==> src/rtl/kth_pkg.sv <==
// ----------------------------------------------------------------------------
// kth_pkg
// Shared constants, codes and control types of the keyed table CRC id hash.
// ----------------------------------------------------------------------------
package kth_pkg;

  localparam int unsigned TableDepth = 256;
  localparam int unsigned TableIdxW  = 8;
  localparam int unsigned WordW      = 32;
  localparam int unsigned MaxDigits  = 10;
  localparam int unsigned DigitW     = 4;
  localparam int unsigned DigitIdxW  = $clog2(MaxDigits);
  localparam int unsigned DigitCntW  = $clog2(MaxDigits + 1);

  localparam logic [WordW-1:0] CrcInit   = 32'hFFFF_FFFF;
  localparam logic [WordW-1:0] CrcXorOut = 32'hFFFF_FFFF;

  // q = (v * DivMagic) >> DivShift equals v / 10 for every 32-bit v
  localparam logic [WordW-1:0] DivMagic = 32'hCCCC_CCCD;
  localparam int unsigned      DivShift = 35;

  // upper nibble of an ascii decimal digit
  localparam logic [3:0] AsciiDigitHi = 4'h3;

  localparam logic FuncWrite = 1'b0;
  localparam logic FuncHash  = 1'b1;

  typedef enum logic [3:0] {
    S_IDLE  = 4'b0001,
    S_DIV   = 4'b0010,
    S_PRIME = 4'b0100,
    S_CRC   = 4'b1000
  } kth_state_t;

  typedef struct packed {
    logic load;      // take a hash item
    logic div_step;  // peel one decimal digit
    logic rd_issue;  // start a key table read for the next digit
    logic crc_upd;   // fold the table word into the crc
    logic finish;    // last crc step, present the result
  } kth_cmd_t;

  typedef struct packed {
    logic div_last;   // this digit is the most significant one
    logic none_left;  // every digit has had its table read issued
  } kth_sts_t;

endpackage

==> src/rtl/kth_ctrl.sv <==
// ----------------------------------------------------------------------------
// kth_ctrl
// Sequencer: digit extraction, table read priming and crc folding steps.
// ----------------------------------------------------------------------------
module kth_ctrl
  import kth_pkg::*;
(
  input  logic     clk,
  input  logic     rst_n,
  input  logic     start,
  input  logic     in_func,
  input  kth_sts_t sts,
  output kth_cmd_t cmd,
  output logic     busy
);

  kth_state_t state_r, state_nxt;

  always_ff @(posedge clk) begin
    if (!rst_n) begin
      state_r <= S_IDLE;
    end else begin
      state_r <= state_nxt;
    end
  end

  always_comb begin
    state_nxt = state_r;
    cmd       = '0;
    busy      = 1'b1;
    unique case (state_r)
      S_IDLE: begin
        busy = 1'b0;
        if (start && (in_func == FuncHash)) begin
          cmd.load  = 1'b1;
          state_nxt = S_DIV;
        end
      end
      S_DIV: begin
        cmd.div_step = 1'b1;
        if (sts.div_last) begin
          state_nxt = S_PRIME;
        end
      end
      S_PRIME: begin
        cmd.rd_issue = 1'b1;
        state_nxt    = S_CRC;
      end
      S_CRC: begin
        cmd.crc_upd = 1'b1;
        if (sts.none_left) begin
          cmd.finish = 1'b1;
          state_nxt  = S_IDLE;
        end else begin
          cmd.rd_issue = 1'b1;
        end
      end
      default: begin
        state_nxt = S_IDLE;
      end
    endcase
  end

endmodule

==> config.mk <==
export PLATFORM = sky130hd
export DESIGN_NAME = kth_ctrl
export DESIGN_NICKNAME = d
export VERILOG_FILES = /design/src/rtl/kth_pkg.sv /design/src/rtl/kth_ctrl.sv
export SDC_FILE = /design/constraint.sdc
export NUM_CORES = 1
export LEC_CHECK = 0
export BUFFER_PORTS_ARGS = -buffer_cell sky130_fd_sc_hd__buf_4
export CORE_AREA = 10 10 47 49
export DETAILED_ROUTE_END_ITERATION = 7
export DIE_AREA = 0 0 57 59
export PLACE_DENSITY = 0.51
export SLEW_MARGIN = 20
export SYNTH_ARGS = -nofsm -noshare
export SYNTH_HDL_FRONTEND = slang
export SYNTH_SLANG_ARGS = --single-unit
export TNS_END_PERCENT = 50
==> constraint.sdc <==
create_clock -name clk -period 2.29 [get_ports clk]
set_input_delay 0.1145 -clock clk [delete_from_list [all_inputs] [get_ports clk]]
set_output_delay 0.1145 -clock clk [all_outputs]
set_load 0.01 [all_outputs]
==> summary.md <==
| Metric | Value |
|---|---|
| Final HPWL DP | `555.5 um` |
| Htree depth | `1` |
| Overflow after GRT | `0` |
| Register area share after synthesis | `0.3005` |
| Post-synth cell types | `22` |
| Layout Cells excl Fill | `between 50 and 60` |
| Post-synthesis mux area share | `0.03756` |
| Via density | `4.643` |
| Row cnt | `14` |
| Largest net degree at the start of global routing | `10` |
| Die Wd | `between 50 and 60 um` |
| Full die area | `around 0.0034 sq mm` |
| # setup viols final | `0` |
| Final worst-path cycle share | `0.7076` |
| WS Path Type | `reg2out` |
| Via count | `260` |
| CORE AREA | `around 0.0014 sq mm` |
| Pleak | `roughly 0.16 nW` |
| CTS tree | `built` |
| Simple-Gate Fraction of Synth Area | `0.4366` |
| Detailed Routing Iterations Pass 1 | `4` |
| Initial antenna violation count | `0` |
| WL/cell | `roughly 13 um` |
| Main synth FF type | `dfxtp_1` |
| Worst hold-check path type | `in2reg` |
| Max Cap Viol | `0` |
| Slew Limit Fails | `0` |
| Synthesized area | `approximately 270 sq um` |
| Worst skew pair latency | `about 240 ps` |
| Die H | `roughly 60 um` |
| Clock Path Buffers | `2` |
| Initial Util | `0.1902` |
| CP Launch Type | `register` |
| Clk slew on worst S/H paths | `~40 ps` |
| Max transition margin | `0.6933` |
| Main combinational cell family by area after synthesis | `simple AND/OR/NAND/NOR gates` |
| Xor and xnor area share after synthesis | `0` |
| Worst Setup End Kind | `output port` |
| Final hold slack | `between 90 and 100 ps` |
| Number of synthesized flops with an enable pin | `0` |
| Synth top area share | `0.3005` |
| P&R area growth vs syn | `41.31%` |
| Port Buffers | `11` |
| Top Registers | `state_r (4)` |
| Synth top area cells | `dfxtp_1 (30%), nor4b_1 (6.6%), or3b_1 (6.6%), buf_4 (5.6%), nor2b_4 (5.2%)` |
| Adder-cell area share of the yosys netlist | `0` |
| Crit path required time | `around 2200 ps` |
| # hold bufs at CTS | `0` |
| Least-Margin Pin Slew | `453.6 ps` |
| Crit path cell chain | `or4b_4 > nor2b_4 > buf_4` |
| Most area-hungry cell type in the Yosys netlist | `dfxtp_1` |
| Ys Warns | `0` |
| Pwr Density | `536.2 mW/mm^2` |
| Syn avg cell area | `about 9.5 sq um` |
| Post-Route Setup TNS | `0 ps` |
| Post-route DRC violation count | `0` |
| Tot GR Track Use | `0.04320` |
| Nets@finish | `48` |
| RSZ-0062 raised after global routing | `no` |
| Routed WL | `~740 um` |
| Final worst path period need | `1620 ps` |
| Post-Syn Instances | `28` |
| DRT iter0 DRCs | `4` |
| ANT cells | `0` |
| Largest register FFs | `4` |
| Status | `complete, no violations` |
| Commonest non-fill, non-tap cell in the layout | `buf_4` |
| Clk root buf | `clkbuf_4` |
| Final Skew | `between 1 and 1.5 ps` |
| Power Total | `roughly 0.00020 W` |
| Layout cells sized above 1 | `0.4000` |
| Fin. Hold Viols | `0` |
| CP Max Fanout | `9` |
| CP arrival | `approximately 1500 ps` |
| Most frequent cells in the layout | `buf_4 (11), dfxtp_1 (4), clkbuf_4 (3)` |
| Post-synth ARST share | `0` |
| Routed Antenna Nets | `0` |
| Post-CTS setup buffers | `0` |
| First-pass GRT wire length | `between 1 and 1.5 mm` |
| Vias in the first global route | `approximately 260` |
| CP max stage delay | `around 530 ps` |
| Fmax | `0.6171 GHz` |
| R2r setup slk | `about 940 ps` |
| Post-Syn Nets | `34` |
| Num CTS Buffers | `3` |
| # IOs | `12` |
| Largest Register | `state_r` |
| RePlAce Congestion | `0.6972` |
| Clk sink count | `4` |
| Peak supply drop | `between 0.0002 and 0.0003 V` |
| FF+latch count, synth | `4` |
| Synth Area in Compound Gates | `0.1549` |
| CP max-delay cell | `or4b_4` |
| Dpl cells | `53` |
| CTS resizes | `0` |
## final cells by class
class                   count  area (sq um)
flip-flops and latches      4         80.08
inverters                   1         3.754
well taps                  16         20.02
clock buffers               3         22.52
repair buffers             11         82.58
multi-input cells          21         167.7
fillers                   162          1025
## final timing paths
path / start / to / cells past startpoint
max: state_r[0] / cmd[4] / 3
min: rst_n / state_r[0] / 2
max reg2reg: state_r[0] / state_r[1] / 3
min reg2reg: state_r[1] / state_r[3] / 1
## power by group
| group | internal, W | switching [W] |
|---|---|---|
| sequential | 0.0000729 | 0.00000565 |
| combinational | 0.0000215 | 0.0000136 |
| clock | 0.0000587 | 0.0000296 |
## critical path: cells and delay by family (launching register included)
kind	cells	cell delay, ps
simple gates	2	670
buf+inv	1	130
flops	1	470
## logic make-up (layout without fill, tap and decap cells)
group	after synthesis	after routing
simple gates	15	15
compound gates	5	5
flops	4	4
buf+inv	3	15
mux	1	1
## cell usage after synthesis, types with 2 or more instances
| cell type | count |
|---|---|
| dfxtp_1 | 4 |
| or3b_1 | 2 |
| buf_4 | 2 |
| nor4b_1 | 2 |
## routing by layer
metal / track usage / routed length, um / up-vias
li1: - / - / 131
met1: 0.05813 / 410 / 113
met2: 0.04186 / 231 / 16
met3: 0.03863 / 93 / 0
met4: 0.02013 / 0 / 0
met5: 0 / 0 / -
## metrics by stage
stage            util  setup WS, ps  area, sq um
5_1_grt        0.2688         576.4        376.6
6_report       0.2688         669.6        376.6
4_1_cts        0.2688         660.6        376.6
2_1_floorplan       -         921.8        266.5
3_3_place_gp   0.2527         908.6        354.1
3_5_place_dp   0.2527         914.9        354.1
Power figures use the tool's default switching activity.
